$ cat src/sv/i8dp_pkg.sv
// Shared types and constants for the int8 dot product dequantizer.
// Used by every module of the block; depends on nothing else.
`timescale 1ns / 1ps

package i8dp_pkg;

	localparam int LANES      = 4;
	localparam int ACT_W      = 8;
	localparam int PROD_W     = 2 * ACT_W;
	localparam int LANE_CNT_W = 3;
	localparam int SUM_W      = 32;
	localparam int SCALE_W    = 32;
	localparam int BIAS_W     = 32;
	localparam int MUL_W      = SUM_W + SCALE_W;
	localparam int RES_W      = 48;

	// One input transaction
	typedef struct packed {
		logic signed [ACT_W-1:0]      act_0;
		logic signed [ACT_W-1:0]      act_1;
		logic signed [ACT_W-1:0]      act_2;
		logic signed [ACT_W-1:0]      act_3;
		logic signed [ACT_W-1:0]      wgt_0;
		logic signed [ACT_W-1:0]      wgt_1;
		logic signed [ACT_W-1:0]      wgt_2;
		logic signed [ACT_W-1:0]      wgt_3;
		logic        [LANE_CNT_W-1:0] lanes_used;
		logic                         last_pair;
		logic        [SCALE_W-1:0]    row_scale;
		logic signed [BIAS_W-1:0]     column_bias;
	} item_t;

	// One output transaction
	typedef struct packed {
		logic signed [RES_W-1:0] result_value;
		logic signed [SUM_W-1:0] dot_sum;
	} result_t;

	// Finished dot sum handed from the merge stage to the scaling stages
	typedef struct packed {
		logic                     valid;
		logic signed [SUM_W-1:0]  dot;
		logic [SCALE_W-1:0]       scale;
		logic signed [BIAS_W-1:0] bias;
	} scl_req_t;

endpackage

$ cat src/sv/i8dp_lane.sv
// One multiply lane: signed 8x8 product of an activation/weight pair.
// Depends on i8dp_pkg.
`timescale 1ns / 1ps

module i8dp_lane (
	input  logic                              clk,
	input  logic                              advance,
	input  logic                              en,
	input  logic signed [i8dp_pkg::ACT_W-1:0] act,
	input  logic signed [i8dp_pkg::ACT_W-1:0] wgt,
	output logic signed [i8dp_pkg::PROD_W-1:0] product_s1
);
	import i8dp_pkg::*;

	logic signed [PROD_W-1:0] prod_c;

	// Multiply at full product width
	assign prod_c = PROD_W'(act) * PROD_W'(wgt);

	// Register the product; a lane beyond the count contributes zero
	always_ff @(posedge clk) begin
		if (advance) begin
			product_s1 <= en ? prod_c : '0;
		end
	end

endmodule

$ cat src/sv/i8dp_merge.sv
// Merge stage: adds the lane products into the running sum and hands the
// finished sum of a run on to scaling. Depends on i8dp_pkg.
`timescale 1ns / 1ps

module i8dp_merge (
	input  logic                                    clk,
	input  logic                                    arst_n,
	input  logic                                    advance,
	input  logic                                    accept,
	input  logic                                    last_pair,
	input  logic [i8dp_pkg::SCALE_W-1:0]            row_scale,
	input  logic signed [i8dp_pkg::BIAS_W-1:0]      column_bias,
	input  logic signed [i8dp_pkg::PROD_W-1:0]      product_s1 [i8dp_pkg::LANES],
	output i8dp_pkg::scl_req_t                      req_s2
);
	import i8dp_pkg::*;

	logic                     valid_s1;
	logic                     last_s1;
	logic [SCALE_W-1:0]       scale_s1;
	logic signed [BIAS_W-1:0] bias_s1;
	logic [SUM_W-1:0]         running_q;
	logic [SUM_W-1:0]         sum_c;
	logic                     valid_s2;
	logic signed [SUM_W-1:0]  dot_s2;
	logic [SCALE_W-1:0]       scale_s2;
	logic signed [BIAS_W-1:0] bias_s2;

	// Add all lanes onto the running sum, wrapping at 32 bits
	always_comb begin
		sum_c = running_q;
		for (int i = 0; i < LANES; i++) begin
			sum_c = sum_c + SUM_W'(product_s1[i]);
		end
	end

	// Control: stage valids and the accumulator, cleared after each last
	always_ff @(posedge clk or negedge arst_n) begin
		if (!arst_n) begin
			valid_s1  <= 1'b0;
			valid_s2  <= 1'b0;
			running_q <= '0;
		end else if (advance) begin
			valid_s1 <= accept;
			valid_s2 <= valid_s1 && last_s1;
			if (valid_s1) begin
				running_q <= last_s1 ? '0 : sum_c;
			end
		end
	end

	// Payload: carry scale and bias alongside, capture the finished sum
	always_ff @(posedge clk) begin
		if (advance) begin
			last_s1  <= last_pair;
			scale_s1 <= row_scale;
			bias_s1  <= column_bias;
			dot_s2   <= sum_c;
			scale_s2 <= scale_s1;
			bias_s2  <= bias_s1;
		end
	end

	assign req_s2.valid = valid_s2;
	assign req_s2.dot   = dot_s2;
	assign req_s2.scale = scale_s2;
	assign req_s2.bias  = bias_s2;

endmodule

$ cat src/sv/i8dp_scale.sv
// Dequantise: dot sum times unsigned Q16.16 scale, plus signed Q16.16 bias,
// saturated to 48 bits, into the output register. Depends on i8dp_pkg.
`timescale 1ns / 1ps

module i8dp_scale (
	input  logic               clk,
	input  logic               arst_n,
	input  logic               advance,
	input  i8dp_pkg::scl_req_t req_s2,
	output logic               result_valid,
	output i8dp_pkg::result_t  result
);
	import i8dp_pkg::*;

	logic signed [SUM_W:0]        dot_x;
	logic signed [SCALE_W:0]      scale_x;
	logic signed [2*SUM_W+1:0]    full_c;
	logic                         valid_s3;
	logic signed [MUL_W-1:0]      prod_s3;
	logic signed [BIAS_W-1:0]     bias_s3;
	logic signed [SUM_W-1:0]      dot_s3;
	logic signed [MUL_W:0]        total_c;
	logic                         ovf_c;
	logic signed [RES_W-1:0]      sat_c;
	logic                         valid_q;
	result_t                      result_q;

	// Signed by unsigned multiply; the exact product fits in 64 bits
	assign dot_x   = {req_s2.dot[SUM_W-1], req_s2.dot};
	assign scale_x = {1'b0, req_s2.scale};
	assign full_c  = dot_x * scale_x;

	// Add the bias with one guard bit, then clamp to the 48-bit range
	assign total_c = {prod_s3[MUL_W-1], prod_s3} + (MUL_W+1)'(bias_s3);
	assign ovf_c   = (total_c[MUL_W:RES_W-1] != '0) && (total_c[MUL_W:RES_W-1] != '1);
	always_comb begin
		if (!ovf_c) begin
			sat_c = total_c[RES_W-1:0];
		end else if (total_c[MUL_W]) begin
			sat_c = {1'b1, {(RES_W-1){1'b0}}};
		end else begin
			sat_c = {1'b0, {(RES_W-1){1'b1}}};
		end
	end

	// Valid bits of the multiply stage and the output register
	always_ff @(posedge clk or negedge arst_n) begin
		if (!arst_n) begin
			valid_s3 <= 1'b0;
			valid_q  <= 1'b0;
		end else if (advance) begin
			valid_s3 <= req_s2.valid;
			valid_q  <= valid_s3;
		end
	end

	// Payload of both stages; hold while the output is stalled
	always_ff @(posedge clk) begin
		if (advance) begin
			prod_s3               <= full_c[MUL_W-1:0];
			bias_s3               <= req_s2.bias;
			dot_s3                <= req_s2.dot;
			result_q.result_value <= sat_c;
			result_q.dot_sum      <= dot_s3;
		end
	end

	assign result_valid = valid_q;
	assign result       = result_q;

endmodule

$ cat src/sv/int8_dot_product_dequantizer.sv
// Int8 dot product with dequantisation: one group of up to four signed 8-bit
// activation/weight pairs enters per cycle while the output is not stalled
// and is multiplied in four lanes; a merge stage adds the lane products into
// a 32-bit running sum. On a group marked last the sum is multiplied by the
// Q16.16 row scale, the Q16.16 column bias is added and the result saturated
// to 48 bits. The sustained rate is set by the accumulate loop in the merge
// stage. A finished run passes the lane, merge, multiply and output registers
// in turn. A stall on the output freezes the whole pipeline, so the input
// stall is raised only while a finished result waits to be taken.
// Depends on i8dp_pkg, i8dp_lane, i8dp_merge and i8dp_scale.
`timescale 1ns / 1ps

module int8_dot_product_dequantizer (
	input  logic              clk,
	input  logic              arst_n,
	input  logic              item_valid,
	output logic              item_stall,
	input  i8dp_pkg::item_t   item,
	output logic              result_valid,
	input  logic              result_stall,
	output i8dp_pkg::result_t result
);
	import i8dp_pkg::*;

	logic                     advance;
	logic                     accept;
	logic signed [ACT_W-1:0]  act_a [LANES];
	logic signed [ACT_W-1:0]  wgt_a [LANES];
	logic                     en_a  [LANES];
	logic signed [PROD_W-1:0] product_s1 [LANES];
	scl_req_t                 req_s2;

	// Advance the pipeline unless a result is waiting and stalled
	assign advance    = !result_valid || !result_stall;
	assign item_stall = !advance;
	assign accept     = item_valid && advance;

	// Spread the transaction across the lanes
	assign act_a[0] = item.act_0;
	assign act_a[1] = item.act_1;
	assign act_a[2] = item.act_2;
	assign act_a[3] = item.act_3;
	assign wgt_a[0] = item.wgt_0;
	assign wgt_a[1] = item.wgt_1;
	assign wgt_a[2] = item.wgt_2;
	assign wgt_a[3] = item.wgt_3;

	// Enable lanes below the count; counts above the lane total enable all
	always_comb begin
		for (int i = 0; i < LANES; i++) begin
			en_a[i] = item.lanes_used > LANE_CNT_W'(i);
		end
	end

	for (genvar g = 0; g < LANES; g++) begin : g_lane
		i8dp_lane u_lane (
			.clk        (clk),
			.advance    (advance),
			.en         (en_a[g]),
			.act        (act_a[g]),
			.wgt        (wgt_a[g]),
			.product_s1 (product_s1[g])
		);
	end

	i8dp_merge u_merge (
		.clk         (clk),
		.arst_n      (arst_n),
		.advance     (advance),
		.accept      (accept),
		.last_pair   (item.last_pair),
		.row_scale   (item.row_scale),
		.column_bias (item.column_bias),
		.product_s1  (product_s1),
		.req_s2      (req_s2)
	);

	i8dp_scale u_scale (
		.clk          (clk),
		.arst_n       (arst_n),
		.advance      (advance),
		.req_s2       (req_s2),
		.result_valid (result_valid),
		.result       (result)
	);

endmodule
$ cat config.mk
export PLATFORM = sky130hd
export DESIGN_NAME = int8_dot_product_dequantizer
export DESIGN_NICKNAME = d
export VERILOG_FILES = /design/src/sv/i8dp_pkg.sv /design/src/sv/i8dp_lane.sv /design/src/sv/i8dp_merge.sv /design/src/sv/i8dp_scale.sv /design/src/sv/int8_dot_product_dequantizer.sv
export SDC_FILE = /design/constraint.sdc
export NUM_CORES = 2
export LEC_CHECK = 0
export BUFFER_PORTS_ARGS = -buffer_cell sky130_fd_sc_hd__buf_2
export CAP_MARGIN = 20
export CORE_MARGIN = 5
export CORE_UTILIZATION = 65
export CTS_CLUSTER_DIAMETER = 200
export DETAILED_ROUTE_END_ITERATION = 6
export PLACE_DENSITY = 0.93
export SLEW_MARGIN = 30
export SYNTH_ARGS = -nofsm -noshare
export SYNTH_HDL_FRONTEND = slang
export SYNTH_SLANG_ARGS = --single-unit
$ cat constraint.sdc
create_clock -name clk -period 17.6 [get_ports clk]
set_clock_uncertainty 0.1 [all_clocks]
set_input_delay 3.52 -clock clk [delete_from_list [all_inputs] [get_ports clk]]
set_output_delay 3.52 -clock clk [all_outputs]
set_load 0.02 [all_outputs]
; After elaboration in Yosys (flattened, before gate mapping)
; Cells that the tools add are included.
[word_totals]
out_inout_bits = 82
register_bits = 469
input_bits = 136
word_cells = 47
[op_classes]
mux = 3
magnitude_cmp = 4
mul = 5
add_sub_neg = 5
reduce_logical = 9
n_eq_ne = 1
[op_table]
columns = cell, count
row1 = adder 32 bit, 4
row2 = two-way mux 48 bit, 2
row3 = adder 64 x 32 -> 65 bit, 1
row4 = multiplier 32 x 33 -> 64 bit, 1
row5 = multiplier 8 x 8 -> 16 bit, 4
row6 = two-way mux 32 bit, 1
row7 = inequality test 18 bit (second input constant), 1
row8 = nonzero test 18 bit, 1
row9 = greater-than comparator 3 x 1 -> 1 bit (second input constant), 2
row10 = greater-than comparator 3 x 2 -> 1 bit (second input constant), 2
row11 = logical AND 1 bit, 3
row12 = zero test 1 bit, 3
row13 = AND reduction 2 bit, 1
row14 = logical OR 1 bit, 1

; Depth between registers and ports, before layout
[depth]
depth_word = 5
depth_mapped = 32
mapped_depth_nobuf = 31

; Cells and area by module
; Synthesis repeated with hierarchy kept, for this count alone.
[unflattened]
hier_cells = 6517
hier_area_um2 = 66603.9
[modules_own_cells]
columns = module, area_per_inst_um2, instances, cells_each, seq_area_each_um2
row1 = i8dp_scale, 44599.0, 1, 4587, 6296.0
row2 = i8dp_lane, 3089.2, 4, 313, 480.5
row3 = i8dp_merge, 9605.5, 1, 671, 5685.5
row4 = int8_dot_product_dequantizer, 42.5, 1, 7, 0.0

; Worst setup path after synthesis
; Ideal clock, no wire load.
[synth_path]
path_kind = input -> output
startpoint = input port result_stall
endpoint = output port item_stall
slack_ns = -0.572
path_stages = 2
required_ns = 13.980
path_buffers = 0
t_arrival_ns = 14.552
cell_sequence = nand2_1 -> inv_1
[synth_between]
elab_chain_len = 3
[synth_lines]
columns = element, line_no
row1 = from (decl), int8_dot_product_dequantizer.sv:20  ; input logic result_stall,
row2 = zero test 1 bit, int8_dot_product_dequantizer.sv:34  ; assign advance = !result_valid || !result_stall;
row3 = logical OR 1 bit, int8_dot_product_dequantizer.sv:34
row4 = zero test 1 bit, int8_dot_product_dequantizer.sv:35  ; assign item_stall = !advance;
row5 = to (decl), int8_dot_product_dequantizer.sv:17  ; output logic item_stall,
; No other way between the ends.

; Worst setup path in the final report
[layout_path]
startpoint = register u_merge.dot_s2[21]
endpoint = register u_scale.prod_s3[63], data pin
[layout_between]
elab_chain_len = 1
[layout_lines]
columns = element, line_no
row1 = from (decl), i8dp_merge.sv:25  ; logic signed [SUM_W-1:0] dot_s2;
row2 = from (signal assigned), i8dp_merge.sv:58  ; dot_s2 <= sum_c;
row3 = multiplier 32 x 33 -> 64 bit, i8dp_scale.sv:31  ; assign full_c = dot_x * scale_x;
row4 = net u_scale.full_c[63], i8dp_scale.sv:17  ; logic signed [2*SUM_W+1:0] full_c;
row5 = to (signal assigned), i8dp_scale.sv:60  ; prod_s3 <= full_c[MUL_W-1:0];
row6 = to (decl), i8dp_scale.sv:19  ; logic signed [MUL_W-1:0] prod_s3;
; The timed path passes the listed nets, and every way through them passes these cells.
; A chain may end at the register's enable or synchronous reset.

==> impl_metrics.json <==
{
  "post_synth_xor_area_fraction_pct": 2.89,
  "worst-setup-path-type": "reg2reg",
  "ff2ff_path_depth": 28,
  "worst_slew_pin_slew_ns": 0.891,
  "boundaryPins": 218,
  "slew_headroom_pct": 39.8,
  "status": "finished, final reports clean",
  "slew_viol_final": 0,
  "arrival_ns": 9.62,
  "drive_above_1_share_pct": 6.55,
  "synthTopCellsByArea": "fa_1 36%, edfxtp_1 20%, ha_1 9.7%",
  "drtAntennaViolNets": 0,
  "fmax_mhz": 107,
  "hpwl_um": 126000,
  "hold_path_class": "reg2reg",
  "cts_setup_buffers": 0,
  "synth_top_family_by_area": "adder cells",
  "rsz0062_at_grt": "no",
  "clock_sinks": 469,
  "maxCapViolCount": 0,
  "synth_mux_area_share_pct": 0.833,
  "cp-end-kind": "flip-flop",
  "die_x_um": 326,
  "io_buffers": 217,
  "cts_tree": "built",
  "start_kind": "flip-flop",
  "area_delta_synth_final_pct": 6.52,
  "busiest_layer": "met2",
  "grtUsageMet2_pct": 55.1,
  "die_y_um": 326,
  "fin_crit_sh_pct": 53.2,
  "synth_compound_area_share_pct": 5.76,
  "postSynthCellCount": 6252,
  "synthSimpleGateAreaFrac_pct": 14.3,
  "grt_pass1_vias": 52500,
  "tns_ns": 0,
  "slowest_stage": "edfxtp_1",
  "cts_resized": 0,
  "nets": 8162,
  "cts_buffer_depth": 3,
  "dr.pass1.iters": 7,
  "synth_area_leader_cell": "fa_1",
  "clk_latency_ns": 0.66,
  "start_util_pct": 65.2,
  "synth.distinct_cells": 89,
  "period_minus_slack_ns": 9.37,
  "cts_made_buffers": 52,
  "synth-edff-count": 433,
  "hold_viol": 0,
  "synthFlopType": "edfxtp_1",
  "netlist.area_leader.share_pct": 36.4,
  "cts_htree_levels": 2,
  "die-area_um2": 106000,
  "synthAdderAreaFrac_pct": 46.1,
  "synthesis.nets": 8073,
  "drc": 0,
  "crit_path_frequent_cell": "fa_1",
  "drtIter0Drc": 4301,
  "route.vias.total": 46600,
  "via_per_inst": 6.06,
  "cts.hold.buffers_added": 0,
  "grt_max_degree": 190,
  "core_area_um2": 99600,
  "rows": 116,
  "wl_per_cell_um": 21.9,
  "grt_use_met3_pct": 6.53,
  "worstPathRequired_ns": 17.86,
  "grt_remaining_overflow": 0,
  "synth-async-reset-ratio_pct": 7.68,
  "ys_warn_count": 0,
  "track_usage_pct": 32.2,
  "antenna_found_initial": 4,
  "grtUsageMet1_pct": 36.3,
  "wl_um": 168000,
  "root_buffer": "clkbuf_16",
  "place_congestion": 0.914,
  "yosysSeqAreaShare_pct": 21.4,
  "netlist_area_um2": 64900,
  "clk_pin_slew_ns": 0.08,
  "worstHoldPathCells": 0,
  "syn_area_per_cell_um2": 10.4,
  "setup_violations": 0,
  "grt_pass1_wl_um": 271000,
  "synth_seq_cells": 469,
  "slowest_delay_ns": 0.69,
  "cp_max_fo": 17
}
cells by family after synthesis:
family	Yosys count
buf+inv	1472
flops	469
simple gates	1789
xor+xnor	214
fa+ha+maj	1685
mux	53
compound gates	570
final cells by class:
type / count / area (µm²)
antenna: 1 / 2.50
clock buffer: 58 / 1320
clock inverter: 38 / 581
fill: 6503 / 30400
inverter: 1214 / 4560
multi-input combinational: 4311 / 45400
sequential: 469 / 13900
tap: 1298 / 1620
timing repair buffer: 293 / 1710
cell usage after synthesis, types with 30 or more instances:
library cell and instances:
a21oi_1 187, nand2_1 581, ha_1 504, nand3_1 30
xor2_1 62, fa_1 1181, nand4_1 38, a21o_1 88
and2_1 788, xnor2_1 152, dfrtp_1 36, nor2b_1 38
nand2b_1 58, o21bai_1 49, clkbuf_1 229, o21ai_0 88
nor2_1 168, inv_1 1213, nor3_1 34, mux2i_1 45
edfxtp_1 433
per-layer routing:
metal / routed length (µm) / up-vias
met2: 83300 / 2956
met4: 14900 / 4
met1: 54200 / 23000
met5: 29 / -
li1: - / 19500
met3: 15800 / 1044
critical path, delay by kind of cell (launching register included):
| family | cells | cell delay [ns] |
|---|---|---|
| buffers and inverters | 5 | 0.56 |
| adder cells (fa/ha/maj) | 9 | 4.26 |
| AND/OR/NAND/NOR | 2 | 0.28 |
| AO/OA/AOI/OAI | 11 | 2.98 |
| XOR/XNOR | 1 | 0.17 |
| flip-flops | 1 | 0.69 |
metrics by stage:
stage	hold WS [ns]	worst slack [ns]	instances	util [%]	instance area (µm²)
after detailed placement	0.305	8.49	7584	67.5	67200
after global placement	0.301	8.48	7581	67.5	67200
after global routing	0.312	7.99	7681	69.4	69100
after CTS	0.301	8.36	7680	69.4	69100
after floorplan	0.300	4.18	6252	-	64900
final	0.293	8.23	7682	69.4	69100
state kept, by name, summed over array words and instances (netlist names):
name	count
g_lane.u_lane.product_s1	64
u_scale.dot_s3	32
u_scale.bias_s3	32
u_merge.running_q	32
u_merge.scale_s2	32
u_merge.scale_s1	32
u_scale.result	80
u_merge.valid_s2	1
u_merge.bias_s2	32
u_merge.bias_s1	32
u_scale.valid_s3	1
u_scale.prod_s3	64
u_merge.valid_s1	1
u_merge.last_s1	1
u_scale.result_valid	1
u_merge.dot_s2	32
placed cells by master, fill, tap and decap left out, drive strengths merged, types with 5 or more instances in the layout:
master / instances
clkinv: 18
a22o: 26
mux2: 8
nand3: 30
nand2b: 58
o31ai: 6
a21o: 88
a31o: 5
edfxtp: 433
mux2i: 45
and2: 788
and3: 15
nor2b: 38
buf: 293
a31oi: 17
inv: 1221
nor3: 37
a211oi: 12
a21oi: 192
xor2: 62
a21boi: 6
o21bai: 49
o21ai: 94
bufinv: 11
nand4: 38
dfrtp: 36
ha: 504
nand2: 582
fa: 1181
o21a: 14
nor4: 7
xnor2: 152
or2: 6
clkbuf: 58
nor2: 169
o211ai: 13
final timing paths:
path	startpoint	end	slack (ns)
min	u_merge.bias_s2[26]	u_scale.bias_s3[26]	0.29
min reg2reg	u_merge.bias_s2[26]	u_scale.bias_s3[26]	0.29
max	u_merge.dot_s2[21]	u_scale.prod_s3[63]	8.23
min in group asynchronous	arst_n	u_scale.result_valid	2.74
max reg2reg	u_merge.dot_s2[21]	u_scale.prod_s3[63]	8.23
max in group asynchronous	arst_n	u_merge.running_q[24]	14.29
Power is left out: the tool's default activity adds up to more than one toggle a clock period on the data nets, which glitch-free logic cannot reach.
